--- src/airspeed_from_diff_pressure_macros.svh ---
// ----------------------------------------------------------------------------
// Airspeed block assertion macros
// Concurrent property shorthands, reset disables both forms.
// ----------------------------------------------------------------------------
`ifndef AIRSPEED_FROM_DIFF_PRESSURE_MACROS_SVH
`define AIRSPEED_FROM_DIFF_PRESSURE_MACROS_SVH

// same-cycle implication
`define AFDP_ASSERT_IMPL(lbl, clk, rstn, ante, cons, msg) \
  lbl: assert property (@(posedge clk) disable iff (!rstn) (ante) |-> (cons)) \
    else $error(msg);

// next-cycle implication
`define AFDP_ASSERT_NEXT(lbl, clk, rstn, ante, cons, msg) \
  lbl: assert property (@(posedge clk) disable iff (!rstn) (ante) |=> (cons)) \
    else $error(msg);

`endif

--- src/afdp_pkg.sv ---
// ----------------------------------------------------------------------------
// Airspeed package
// Widths, constants, codes and shared types of the airspeed block.
// ----------------------------------------------------------------------------
package afdp_pkg;

  localparam int unsigned BYTE_W    = 8;
  localparam int unsigned CFG_W     = 16;
  localparam int unsigned CFG_IDX_W = 2;
  localparam int unsigned GAIN_W    = 16;
  localparam int unsigned COUNT_W   = 14;
  localparam int unsigned PRESS_W   = 22;
  localparam int unsigned DIFF_W    = PRESS_W + 1;
  localparam int unsigned PDIFF_W   = 24;
  localparam int unsigned PROD_W    = DIFF_W + GAIN_W;
  localparam int unsigned FILT_SH   = 16;
  localparam int unsigned RAD_LSB   = 4;
  localparam int unsigned ROOT_W    = 17;
  localparam int unsigned RAD_W     = 2 * ROOT_W;
  localparam int unsigned REM_W     = ROOT_W + 2;
  localparam int unsigned SPEED_W   = 16;
  localparam int unsigned STATUS_W  = 2;
  localparam int unsigned SCALE_W   = 31;
  localparam int unsigned SCALE_SH  = 8;
  localparam int unsigned MCNT_W    = $clog2(GAIN_W);
  localparam int unsigned SCNT_W    = $clog2(ROOT_W);

  localparam logic [PDIFF_W-1:0] P_BASE   = 24'd2206322;
  localparam logic [16:0]        P_SCALE  = 17'd68952;
  localparam logic [PROD_W-1:0]  P_ROUND  = PROD_W'(32768);

  localparam logic [CFG_W-1:0] FILTER_GAIN_RST      = 16'd7209;
  localparam logic [CFG_W-1:0] TWO_OVER_DENSITY_RST = 16'd6687;
  localparam logic [CFG_W-1:0] SPEED_OFFSET_RST     = 16'd512;

  localparam logic [CFG_IDX_W-1:0] CFG_FILTER_GAIN      = 2'd0;
  localparam logic [CFG_IDX_W-1:0] CFG_TWO_OVER_DENSITY = 2'd1;
  localparam logic [CFG_IDX_W-1:0] CFG_SPEED_OFFSET     = 2'd2;

  typedef enum logic [STATUS_W-1:0] {
    ST_UPDATED = 2'd0,
    ST_CAL     = 2'd1,
    ST_INVALID = 2'd2
  } afdp_status_e;

  typedef enum logic [3:0] {
    S_IDLE,
    S_CHECK,
    S_DIV,
    S_MULF,
    S_FUPD,
    S_DCHK,
    S_MULS,
    S_SQRT,
    S_EMIT
  } afdp_state_e;

  typedef struct packed {
    logic busy;
    logic done;
  } afdp_unit_st_t;

endpackage

--- src/afdp_if.sv ---
// ----------------------------------------------------------------------------
// Airspeed channels
// Sensor frame input channel and airspeed result channel.
// ----------------------------------------------------------------------------
interface afdp_in_if import afdp_pkg::*; ();
  logic              valid;
  logic              ready;
  logic [BYTE_W-1:0] frame_high;
  logic [BYTE_W-1:0] frame_low;

  modport source (output valid, output frame_high, output frame_low, input ready);
  modport sink   (input valid, input frame_high, input frame_low, output ready);
endinterface

interface afdp_out_if import afdp_pkg::*; ();
  logic                      valid;
  logic                      ready;
  logic [SPEED_W-1:0]        speed;
  logic signed [PDIFF_W-1:0] pressure_diff;
  logic [STATUS_W-1:0]       status;

  modport source (output valid, output speed, output pressure_diff, output status,
                  input ready);
  modport sink   (input valid, input speed, input pressure_diff, input status,
                  output ready);
endinterface

--- src/afdp_mul.sv ---
// ----------------------------------------------------------------------------
// Airspeed serial multiplier
// Signed by unsigned shift-add multiplier, one multiplier bit per cycle.
// ----------------------------------------------------------------------------
module afdp_mul import afdp_pkg::*; (
  input  logic                     clk_i,
  input  logic                     rst_ni,
  input  logic                     start_i,
  input  logic signed [DIFF_W-1:0] mcand_i,
  input  logic [GAIN_W-1:0]        mplier_i,
  output logic [PROD_W-1:0]        prod_o,
  output afdp_unit_st_t            st_o
);

  logic [PROD_W-1:0] mcand_q;
  logic [PROD_W-1:0] acc_q;
  logic [GAIN_W-1:0] mplier_q;
  logic [MCNT_W-1:0] cnt_q;
  logic              busy_q;
  logic              done_q;

  always_ff @(posedge clk_i or negedge rst_ni) begin
    if (!rst_ni) begin
      mcand_q  <= '0;
      acc_q    <= '0;
      mplier_q <= '0;
      cnt_q    <= '0;
      busy_q   <= 1'b0;
      done_q   <= 1'b0;
    end else if (start_i) begin
      mcand_q  <= {{GAIN_W{mcand_i[DIFF_W-1]}}, mcand_i};
      acc_q    <= '0;
      mplier_q <= mplier_i;
      cnt_q    <= '0;
      busy_q   <= 1'b1;
      done_q   <= 1'b0;
    end else if (busy_q) begin
      if (mplier_q[0]) begin
        acc_q <= acc_q + mcand_q;
      end
      mcand_q  <= mcand_q << 1;
      mplier_q <= mplier_q >> 1;
      cnt_q    <= cnt_q + MCNT_W'(1);
      if (cnt_q == MCNT_W'(GAIN_W - 1)) begin
        busy_q <= 1'b0;
        done_q <= 1'b1;
      end
    end else begin
      done_q <= 1'b0;
    end
  end

  assign prod_o  = acc_q;
  assign st_o.busy = busy_q;
  assign st_o.done = done_q;

endmodule

--- src/afdp_sqrt.sv ---
// ----------------------------------------------------------------------------
// Airspeed serial square root
// Restoring floor square root, one root bit per cycle.
// ----------------------------------------------------------------------------
module afdp_sqrt import afdp_pkg::*; (
  input  logic              clk_i,
  input  logic              rst_ni,
  input  logic              start_i,
  input  logic [RAD_W-1:0]  rad_i,
  output logic [ROOT_W-1:0] root_o,
  output afdp_unit_st_t     st_o
);

  logic [RAD_W-1:0]  rad_q;
  logic [REM_W-1:0]  rem_q;
  logic [ROOT_W-1:0] root_q;
  logic [SCNT_W-1:0] cnt_q;
  logic              busy_q;
  logic              done_q;

  logic [REM_W-1:0]  rem_sh;
  logic [REM_W-1:0]  trial;
  logic              fits;

  assign rem_sh = {rem_q[REM_W-3:0], rad_q[RAD_W-1 -: 2]};
  assign trial  = {root_q, 2'b01};
  assign fits   = rem_sh >= trial;

  always_ff @(posedge clk_i or negedge rst_ni) begin
    if (!rst_ni) begin
      rad_q  <= '0;
      rem_q  <= '0;
      root_q <= '0;
      cnt_q  <= '0;
      busy_q <= 1'b0;
      done_q <= 1'b0;
    end else if (start_i) begin
      rad_q  <= rad_i;
      rem_q  <= '0;
      root_q <= '0;
      cnt_q  <= '0;
      busy_q <= 1'b1;
      done_q <= 1'b0;
    end else if (busy_q) begin
      rad_q  <= rad_q << 2;
      rem_q  <= fits ? (rem_sh - trial) : rem_sh;
      root_q <= {root_q[ROOT_W-2:0], fits};
      cnt_q  <= cnt_q + SCNT_W'(1);
      if (cnt_q == SCNT_W'(ROOT_W - 1)) begin
        busy_q <= 1'b0;
        done_q <= 1'b1;
      end
    end else begin
      done_q <= 1'b0;
    end
  end

  assign root_o    = root_q;
  assign st_o.busy = busy_q;
  assign st_o.done = done_q;

endmodule

--- src/airspeed_from_diff_pressure.sv ---
// ----------------------------------------------------------------------------
// Airspeed from differential pressure
// Converts sensor frames to pressure, calibrates a zero offset, low-pass
// filters the pressure and derives airspeed through a serial square root.
//
//   channel  dir  handshake            payload
//   in_i     in   valid/ready          frame_high[8], frame_low[8]
//   out_o    out  valid/ready          speed[16], pressure_diff[24], status[2]
//   cfg      in   cfg_we_i (no wait)   cfg_idx_i[2], cfg_data_i[16]
//
// Invalid or calibrating transaction: checked, then emitted directly.
// Last calibration transaction: also runs the serial offset divider.
// Filtered transaction: one serial multiplier pass below the speed threshold,
// else two passes and the serial square root.
// Reset restores register defaults and restarts calibration.
// A result waits in the output register; the next transaction is accepted
// meanwhile and holds in its final state until the register frees.
// ----------------------------------------------------------------------------
`include "airspeed_from_diff_pressure_macros.svh"

module airspeed_from_diff_pressure import afdp_pkg::*; #(
  parameter int unsigned CAL_SAMPLES = 20
) (
  input  logic                 clk_i,
  input  logic                 rst_ni,
  afdp_in_if.sink              in_i,
  afdp_out_if.source           out_o,
  input  logic                 cfg_we_i,
  input  logic [CFG_IDX_W-1:0] cfg_idx_i,
  input  logic [CFG_W-1:0]     cfg_data_i
);

  localparam int unsigned CntW    = $clog2(CAL_SAMPLES + 1);
  localparam int unsigned SumW    = PRESS_W + CntW;
  localparam int unsigned DivCntW = $clog2(SumW);
  localparam logic [CntW-1:0] CalLast = CntW'(CAL_SAMPLES);
  localparam logic [CntW:0]   CalDiv  = (CntW + 1)'(CAL_SAMPLES);
  localparam logic [SumW-1:0] CalHalf = SumW'(CAL_SAMPLES / 2);

  afdp_state_e state_q, state_d;

  logic [BYTE_W-1:0]  frame_hi_q, frame_hi_d;
  logic [BYTE_W-1:0]  frame_lo_q, frame_lo_d;
  logic [CFG_W-1:0]   gain_q, gain_d;
  logic [CFG_W-1:0]   tod_q, tod_d;
  logic [CFG_W-1:0]   spd_off_q, spd_off_d;
  logic               calibrating_q, calibrating_d;
  logic [CntW-1:0]    cal_cnt_q, cal_cnt_d;
  logic [SumW-1:0]    sum_q, sum_d;
  logic [SumW-1:0]    div_q, div_d;
  logic [CntW-1:0]    rem_q, rem_d;
  logic [DivCntW-1:0] dcnt_q, dcnt_d;
  logic [PRESS_W-1:0] zero_off_q, zero_off_d;
  logic [PRESS_W-1:0] filt_q, filt_d;
  logic [SPEED_W-1:0] last_speed_q, last_speed_d;
  logic [PDIFF_W-1:0] last_press_q, last_press_d;
  afdp_status_e       res_status_q, res_status_d;
  logic               out_valid_q, out_valid_d;
  logic [SPEED_W-1:0] out_speed_q, out_speed_d;
  logic [PDIFF_W-1:0] out_press_q, out_press_d;
  logic [STATUS_W-1:0] out_status_q, out_status_d;

  logic [COUNT_W-1:0] count;
  logic [SCALE_W-1:0] scaled;
  logic [PDIFF_W-1:0] press_s;
  logic [PRESS_W-1:0] press;
  logic               frame_ok;
  logic [PDIFF_W-1:0] press_rel;
  logic [SumW-1:0]    sum_new;
  logic [CntW-1:0]    cal_cnt_inc;
  logic [CntW:0]      div_rem_sh;
  logic               div_fits;
  logic [SumW-1:0]    div_next;
  logic [PROD_W-1:0]  prod_rnd;
  logic [DIFF_W-1:0]  filt_step;
  logic [PDIFF_W-1:0] filt_sum;
  logic [DIFF_W-1:0]  press_dev;
  logic [DIFF_W-1:0]  speed_arg;
  logic [PDIFF_W-1:0] speed_thr;
  logic [ROOT_W-1:0]  root_rel;
  logic [SPEED_W-1:0] speed_new;

  logic               mul_start;
  logic [DIFF_W-1:0]  mul_mcand;
  logic [GAIN_W-1:0]  mul_mplier;
  logic [PROD_W-1:0]  mul_prod;
  afdp_unit_st_t      mul_st;
  logic               sqrt_start;
  logic [ROOT_W-1:0]  sqrt_root;
  afdp_unit_st_t      sqrt_st;

  // frame decode and pressure conversion
  assign count     = {frame_hi_q[COUNT_W-BYTE_W-1:0], frame_lo_q};
  assign scaled    = SCALE_W'(count) * SCALE_W'(P_SCALE);
  assign press_s   = P_BASE - {1'b0, scaled[SCALE_W-1:SCALE_SH]};
  assign press     = press_s[PRESS_W-1:0];
  assign frame_ok  = (frame_hi_q[BYTE_W-1:BYTE_W-2] == 2'b00) && (count != '0) &&
                     !press_s[PDIFF_W-1];
  assign press_rel = {2'b00, press} - {2'b00, zero_off_q};

  // calibration accumulate and serial offset divide
  assign sum_new     = sum_q + SumW'(press);
  assign cal_cnt_inc = cal_cnt_q + CntW'(1);
  assign div_rem_sh  = {rem_q, div_q[SumW-1]};
  assign div_fits    = div_rem_sh >= CalDiv;
  assign div_next    = {div_q[SumW-2:0], div_fits};

  // filter update
  assign press_dev = {1'b0, press} - {1'b0, filt_q};
  assign prod_rnd  = mul_prod + P_ROUND;
  assign filt_step = prod_rnd[PROD_W-1:FILT_SH];
  assign filt_sum  = {2'b00, filt_q} + {filt_step[DIFF_W-1], filt_step};

  // airspeed
  assign speed_arg = {1'b0, filt_q} - {1'b0, zero_off_q};
  assign speed_thr = {speed_arg[DIFF_W-1], speed_arg} - {{(PDIFF_W-CFG_W){1'b0}}, spd_off_q};
  assign root_rel  = sqrt_root - {1'b0, spd_off_q};
  always_comb begin
    if (sqrt_root < {1'b0, spd_off_q}) begin
      speed_new = '0;
    end else if (root_rel[ROOT_W-1]) begin
      speed_new = '1;
    end else begin
      speed_new = root_rel[SPEED_W-1:0];
    end
  end

  assign mul_mcand  = (state_q == S_CHECK) ? press_dev : speed_arg;
  assign mul_mplier = (state_q == S_CHECK) ? gain_q : tod_q;

  afdp_mul u_mul (
    .clk_i    (clk_i),
    .rst_ni   (rst_ni),
    .start_i  (mul_start),
    .mcand_i  (mul_mcand),
    .mplier_i (mul_mplier),
    .prod_o   (mul_prod),
    .st_o     (mul_st)
  );

  afdp_sqrt u_sqrt (
    .clk_i   (clk_i),
    .rst_ni  (rst_ni),
    .start_i (sqrt_start),
    .rad_i   (mul_prod[RAD_LSB +: RAD_W]),
    .root_o  (sqrt_root),
    .st_o    (sqrt_st)
  );

  always_comb begin
    state_d       = state_q;
    frame_hi_d    = frame_hi_q;
    frame_lo_d    = frame_lo_q;
    gain_d        = gain_q;
    tod_d         = tod_q;
    spd_off_d     = spd_off_q;
    calibrating_d = calibrating_q;
    cal_cnt_d     = cal_cnt_q;
    sum_d         = sum_q;
    div_d         = div_q;
    rem_d         = rem_q;
    dcnt_d        = dcnt_q;
    zero_off_d    = zero_off_q;
    filt_d        = filt_q;
    last_speed_d  = last_speed_q;
    last_press_d  = last_press_q;
    res_status_d  = res_status_q;
    out_valid_d   = out_valid_q;
    out_speed_d   = out_speed_q;
    out_press_d   = out_press_q;
    out_status_d  = out_status_q;
    mul_start     = 1'b0;
    sqrt_start    = 1'b0;

    if (out_valid_q && out_o.ready) begin
      out_valid_d = 1'b0;
    end

    if (cfg_we_i) begin
      unique case (cfg_idx_i)
        CFG_FILTER_GAIN:      gain_d    = cfg_data_i;
        CFG_TWO_OVER_DENSITY: tod_d     = cfg_data_i;
        CFG_SPEED_OFFSET:     spd_off_d = cfg_data_i;
        default: ;
      endcase
    end

    unique case (state_q)
      S_IDLE: begin
        if (in_i.valid) begin
          frame_hi_d = in_i.frame_high;
          frame_lo_d = in_i.frame_low;
          state_d    = S_CHECK;
        end
      end
      S_CHECK: begin
        if (!frame_ok) begin
          res_status_d = ST_INVALID;
          state_d      = S_EMIT;
        end else if (calibrating_q) begin
          sum_d        = sum_new;
          last_press_d = press_rel;
          cal_cnt_d    = cal_cnt_inc;
          res_status_d = ST_CAL;
          if (cal_cnt_inc == CalLast) begin
            div_d   = sum_new + CalHalf;
            rem_d   = '0;
            dcnt_d  = '0;
            state_d = S_DIV;
          end else begin
            state_d = S_EMIT;
          end
        end else begin
          last_press_d = press_rel;
          res_status_d = ST_UPDATED;
          mul_start    = 1'b1;
          state_d      = S_MULF;
        end
      end
      S_DIV: begin
        div_d  = div_next;
        rem_d  = div_fits ? CntW'(div_rem_sh - CalDiv) : div_rem_sh[CntW-1:0];
        dcnt_d = dcnt_q + DivCntW'(1);
        if (dcnt_q == DivCntW'(SumW - 1)) begin
          zero_off_d    = div_next[PRESS_W-1:0];
          filt_d        = '0;
          calibrating_d = 1'b0;
          state_d       = S_EMIT;
        end
      end
      S_MULF: begin
        if (mul_st.done) begin
          state_d = S_FUPD;
        end
      end
      S_FUPD: begin
        filt_d  = filt_sum[PRESS_W-1:0];
        state_d = S_DCHK;
      end
      S_DCHK: begin
        if (speed_thr[PDIFF_W-1]) begin
          last_speed_d = '0;
          state_d      = S_EMIT;
        end else begin
          mul_start = 1'b1;
          state_d   = S_MULS;
        end
      end
      S_MULS: begin
        if (mul_st.done) begin
          sqrt_start = 1'b1;
          state_d    = S_SQRT;
        end
      end
      S_SQRT: begin
        if (sqrt_st.done) begin
          last_speed_d = speed_new;
          state_d      = S_EMIT;
        end
      end
      S_EMIT: begin
        if (!out_valid_q || out_o.ready) begin
          out_valid_d  = 1'b1;
          out_speed_d  = last_speed_q;
          out_press_d  = last_press_q;
          out_status_d = res_status_q;
          state_d      = S_IDLE;
        end
      end
      default: state_d = S_IDLE;
    endcase
  end

  always_ff @(posedge clk_i or negedge rst_ni) begin
    if (!rst_ni) begin
      state_q       <= S_IDLE;
      frame_hi_q    <= '0;
      frame_lo_q    <= '0;
      gain_q        <= FILTER_GAIN_RST;
      tod_q         <= TWO_OVER_DENSITY_RST;
      spd_off_q     <= SPEED_OFFSET_RST;
      calibrating_q <= 1'b1;
      cal_cnt_q     <= '0;
      sum_q         <= '0;
      div_q         <= '0;
      rem_q         <= '0;
      dcnt_q        <= '0;
      zero_off_q    <= '0;
      filt_q        <= '0;
      last_speed_q  <= '0;
      last_press_q  <= '0;
      res_status_q  <= ST_UPDATED;
      out_valid_q   <= 1'b0;
      out_speed_q   <= '0;
      out_press_q   <= '0;
      out_status_q  <= '0;
    end else begin
      state_q       <= state_d;
      frame_hi_q    <= frame_hi_d;
      frame_lo_q    <= frame_lo_d;
      gain_q        <= gain_d;
      tod_q         <= tod_d;
      spd_off_q     <= spd_off_d;
      calibrating_q <= calibrating_d;
      cal_cnt_q     <= cal_cnt_d;
      sum_q         <= sum_d;
      div_q         <= div_d;
      rem_q         <= rem_d;
      dcnt_q        <= dcnt_d;
      zero_off_q    <= zero_off_d;
      filt_q        <= filt_d;
      last_speed_q  <= last_speed_d;
      last_press_q  <= last_press_d;
      res_status_q  <= res_status_d;
      out_valid_q   <= out_valid_d;
      out_speed_q   <= out_speed_d;
      out_press_q   <= out_press_d;
      out_status_q  <= out_status_d;
    end
  end

  assign in_i.ready          = (state_q == S_IDLE);
  assign out_o.valid         = out_valid_q;
  assign out_o.speed         = out_speed_q;
  assign out_o.pressure_diff = out_press_q;
  assign out_o.status        = out_status_q;

  `AFDP_ASSERT_IMPL(a_no_mul_in_cal, clk_i, rst_ni, calibrating_q, !mul_start,
                    "multiplier started during calibration")
  `AFDP_ASSERT_IMPL(a_units_excl, clk_i, rst_ni, mul_st.busy, !sqrt_st.busy,
                    "multiplier and square root busy together")
  `AFDP_ASSERT_IMPL(a_cal_count_end, clk_i, rst_ni, !calibrating_q, cal_cnt_q == CalLast,
                    "calibration ended at wrong count")
  `AFDP_ASSERT_NEXT(a_emit_load, clk_i, rst_ni,
                    state_q == S_EMIT && (!out_valid_q || out_o.ready),
                    out_valid_q && state_q == S_IDLE,
                    "result not loaded into output register")

endmodule
--- src/flat_wrapper.sv ---
// flat-port wrapper written by rule: the top's interface ports become plain ports
module airspeed_from_diff_pressure_flat import afdp_pkg::*;
#(
  parameter int unsigned CAL_SAMPLES = 20
)
  (clk_i, rst_ni, cfg_we_i, cfg_idx_i, cfg_data_i, in_i_valid, in_i_frame_high, in_i_frame_low, in_i_ready, out_o_valid, out_o_speed, out_o_pressure_diff, out_o_status, out_o_ready);
  afdp_in_if in_i_i ();
  afdp_out_if out_o_i ();
  input  logic clk_i;
  input  logic rst_ni;
  input  logic cfg_we_i;
  input  logic [CFG_IDX_W-1:0] cfg_idx_i;
  input  logic [CFG_W-1:0] cfg_data_i;
  input wire logic [$bits(in_i_i.valid)-1:0] in_i_valid;
  input wire logic [$bits(in_i_i.frame_high)-1:0] in_i_frame_high;
  input wire logic [$bits(in_i_i.frame_low)-1:0] in_i_frame_low;
  output wire logic [$bits(in_i_i.ready)-1:0] in_i_ready;
  output wire logic [$bits(out_o_i.valid)-1:0] out_o_valid;
  output wire logic [$bits(out_o_i.speed)-1:0] out_o_speed;
  output wire logic [$bits(out_o_i.pressure_diff)-1:0] out_o_pressure_diff;
  output wire logic [$bits(out_o_i.status)-1:0] out_o_status;
  input wire logic [$bits(out_o_i.ready)-1:0] out_o_ready;
  assign in_i_i.valid = in_i_valid;
  assign in_i_i.frame_high = in_i_frame_high;
  assign in_i_i.frame_low = in_i_frame_low;
  assign in_i_ready = in_i_i.ready;
  assign out_o_valid = out_o_i.valid;
  assign out_o_speed = out_o_i.speed;
  assign out_o_pressure_diff = out_o_i.pressure_diff;
  assign out_o_status = out_o_i.status;
  assign out_o_i.ready = out_o_ready;
  airspeed_from_diff_pressure #(.CAL_SAMPLES(CAL_SAMPLES)) u_core (.clk_i(clk_i), .rst_ni(rst_ni), .in_i(in_i_i), .out_o(out_o_i), .cfg_we_i(cfg_we_i), .cfg_idx_i(cfg_idx_i), .cfg_data_i(cfg_data_i));
endmodule
--- config.mk ---
export PLATFORM = sky130hd
export DESIGN_NAME = airspeed_from_diff_pressure_flat
export DESIGN_NICKNAME = d
export VERILOG_FILES = /design/src/afdp_pkg.sv /design/src/afdp_if.sv /design/src/afdp_mul.sv /design/src/afdp_sqrt.sv /design/src/airspeed_from_diff_pressure.sv /design/src/flat_wrapper.sv
export VERILOG_INCLUDE_DIRS = /design/src /design/src/src
export SDC_FILE = /design/constraint.sdc
export NUM_CORES = 1
export LEC_CHECK = 0
export ABC_AREA = 0
export BUFFER_PORTS_ARGS = -buffer_cell sky130_fd_sc_hd__buf_2
export CORE_ASPECT_RATIO = 0.5
export CORE_MARGIN = 3
export CORE_UTILIZATION = 53
export CTS_CLUSTER_DIAMETER = 30
export CTS_CLUSTER_SIZE = 24
export DETAILED_ROUTE_END_ITERATION = 8
export PLACE_DENSITY = 0.81
export SLEW_MARGIN = 20
export SYNTH_ARGS = -nofsm -noshare
export SYNTH_HDL_FRONTEND = slang
export SYNTH_SLANG_ARGS = --single-unit
--- constraint.sdc ---
create_clock -name clk_i -period 9 [get_ports clk_i]
set_clock_uncertainty 0.1 [all_clocks]
set_input_delay 1.35 -clock clk_i [delete_from_list [all_inputs] [get_ports clk_i]]
set_output_delay 1.35 -clock clk_i [all_outputs]
set_load 0.02 [all_outputs]
==> metrics.yaml <==
detailed_routing:
  firstDrtPassIters: 5
  routed_wl_um: 83000
  avgRoutedWirePerCell_um: 18.6
  met3WireLength_um: 5270
  met1_length_um: 36000
  drt-vias-per-instance: 5.98
  ant_nets: 0
  drt-initial-drc-count: 2366
  met2WireLength_um: 38300
  highest_layer: "met4"
  route.vias.total: 26800
  drc: 0
final_layout:
  drive_gt1_share_pct: 13.9
  area_growth_pct: 12.8
  nets: 3997
  diodes: 0
critical_path:
  cp_slowest_cell: "fa_1"
  path_max_fanout: 9
  worstPathRequired_ns: 9.39
  startpoint_type: "flip-flop"
  crit_arrival_ns: 9.05
  critPathKind: "flip-flop to flip-flop"
  slowest_delay_ns: 0.51
  end_kind: "flip-flop"
  reg2reg_depth: 36
global_route:
  grt_pass1_vias: 26600
  grt_pass1_wl_um: 137000
  antenna_found_initial: 0
  grt-ovfl-total: 0
  grt_max_degree: 181
  grt_usage_pct: 25.9
clock_tree:
  postCtsHoldBufs: 0
  cts.sinks: 438
  root_buffer: "clkbuf_16"
  worstSkewPairLatency_ns: 0.63
  clockBufferDepth: 3
  path_clk_slew_ns: 0.05
  cts_tree: "yes"
  cts_made_buffers: 74
  htree_levels: 3
status:
  status: "finished clean"
sta:
  fmax_mhz: 115
  maxSlewHeadroom_pct: 29.5
  hold_slack_ns: 0.380
  drv_slew: 0
  period_share_pct: 96.3
  setup_viol: 0
  period_needed_ns: 8.66
  setup-tns-final_ns: 0
  hold_viol_final: 0
  setup_ws_ns: 0.337
  worst_slew_pin_slew_ns: 1.06
flow_run:
  max_cap_violations: 0
synthesis:
  syn_nets: 3922
  ys_ff_latch: 438
  ys_warn_count: 0
  yosys-top-cells-area: "dfrtp_1 (33%), ha_1 (12%), mux2_2 (4.9%), nand2_1 (4.0%), a21oi_1 (3.8%)"
  synth-adder-area-share_pct: 15.2
  synth_edf_count: 0
  synth.area.mux_share_pct: 8.06
  synth.most_common_cell: "dfrtp_1"
  synth_top_family_by_area: "compound AO/OA/AOI/OAI gates"
  syn_area_per_cell_um2: 9.17
  synthXorXnorAreaFrac_pct: 6.23
  synth_async_sr_flop_share_pct: 100
  ys_top_cells_by_count: "dfrtp_1 (422), nand2_1 (342), ha_1 (307)"
  ys.flop_type: "dfrtp_1"
  synth_compound_area_share_pct: 17.7
  synth_area_leader_cell: "dfrtp_1"
  synth-simple-area-share_pct: 13.9
  syn-cell-area_mm2: 0.0323
  yosysSeqAreaShare_pct: 34.0
  yosysTopAreaCellShare_pct: 32.7
  synth_cell_type_count: 91
  synth_cells: 3523
die:
  die_h_um: 181
  pin_count: 83
  initial_core_util_pct: 54.1
  row_count: 63
  coreArea_mm2: 0.0597
  dieWidth_um: 355
  die-area_mm2: 0.0642
place:
  portBuffers: 82
  detailed_place_hpwl_um: 59600
  dp_slack_ns: -0.256
  gp_congestion: 0.935
min_path:
  min_path_cells: 2
  hp-class: "flip-flop to flip-flop"
flip-flops by register name, summed over array words and instances (netlist names), 16 cells and up:
| signal | cells |
|---|---|
| u_core.u_mul.mcand_q | 38 |
| u_core.u_mul.prod_o | 38 |
| u_core.u_sqrt.rad_q | 34 |
| u_core.div_q | 27 |
| u_core.sum_q | 27 |
| u_core.last_press_q | 23 |
| u_core.out_o.pressure_diff | 23 |
| u_core.filt_q | 22 |
| u_core.zero_off_q | 22 |
| u_core.u_sqrt.rem_q | 17 |
| u_core.u_sqrt.root_o | 17 |
| u_core.gain_q | 16 |
| u_core.last_speed_q | 16 |
| u_core.out_o.speed | 16 |
| u_core.spd_off_q | 16 |
| u_core.tod_q | 16 |
| u_core.u_mul.mplier_q | 16 |
worst max-delay path, delay by kind of cell, from the launching register on:
family | cells | cell delay, ns
flip-flops | 1 | 0.46
AO/OA/AOI/OAI | 11 | 2.25
adder cells (fa/ha/maj) | 8 | 3.19
multiplexers | 1 | 0.27
buffers and inverters | 6 | 0.55
AND/OR/NAND/NOR | 7 | 1.18
XOR/XNOR | 3 | 0.53
routing by layer:
metal	track usage [%]	vias up
met4	10.8	0
met3	4.37	215
met2	42.2	835
li1	-	12700
met1	34.4	13000
met5	0	-
worst paths after layout:
kind | startpoint | to | slack [ns]
setup / recovery | u_core.frame_lo_q[3]$_DFFE_PN0P_ | u_core.div_q[24]$_DFFE_PN0P_ | 0.34
hold / removal | u_core.last_speed_q[6]$_DFFE_PN0P_ | u_core.last_speed_q[6]$_DFFE_PN0P_ | 0.38
setup reg to reg | u_core.frame_lo_q[3]$_DFFE_PN0P_ | u_core.div_q[24]$_DFFE_PN0P_ | 0.34
hold reg to reg | u_core.last_speed_q[6]$_DFFE_PN0P_ | u_core.last_speed_q[6]$_DFFE_PN0P_ | 0.38
max in group asynchronous | rst_ni | u_core.out_o.pressure_diff[9]$_DFFE_PN0P_ | 6.56
min in group asynchronous | rst_ni | u_core.u_mul.mcand_q[37]$_DFFE_PN0P_ | 0.68
cell usage in the layout, fill, tap and decap left out, drive strengths merged, types with 16 or more instances in the layout:
cell type / count
or3: 28
ha: 307
a21oi: 246
a21o: 84
and3: 28
a211oi: 54
a31oi: 44
o21ai: 237
xnor2: 131
nand3: 79
nand4: 21
and2: 19
o22ai: 20
inv: 282
a21boi: 16
mux2i: 97
o22a: 19
nor2: 226
o21bai: 21
buf: 139
fa: 53
xor2: 99
nand2b: 25
clkbuf: 83
nand2: 342
nor2b: 55
clkinv: 16
o21a: 37
mux2: 145
dfstp: 16
dfrtp: 422
or2: 18
nor3: 57
o31ai: 17
stage by stage:
stage                     utilization (%)  area, um^2  std cells
after floorplan                         -       32300       3523
after global placement               56.3       33600       4330
after detailed placement             56.3       33600       4330
after CTS                            60.7       36300       4469
after global routing                 61.0       36500       4472
final                                61.0       36500       4472
cell families after synthesis:
kind of cell | Yosys count
compound gates | 901
xor+xnor | 230
fa+ha+maj | 362
buf+inv | 393
flops | 438
mux | 242
simple gates | 957
final cells by class:
type | instances | area [um^2]
clock inverter | 55 | 648
timing repair buffer | 139 | 898
fill | 4689 | 23300
inverter | 253 | 950
multi-input combinational | 2692 | 20000
tap | 812 | 1020
sequential | 438 | 11000
clock buffer | 83 | 1960
timing repair:
item                       in CTS  in global routing
setup endpoints to repair       6                 12
buffers inserted                1                  2
pin swaps                       0                  9
resized for setup               3                 36
hold endpoints to repair        0                  0
gates cloned                    0                  0
Power is left out: the tool's default activity adds up to more than one toggle a clock period on the data nets, which glitch-free logic cannot reach.
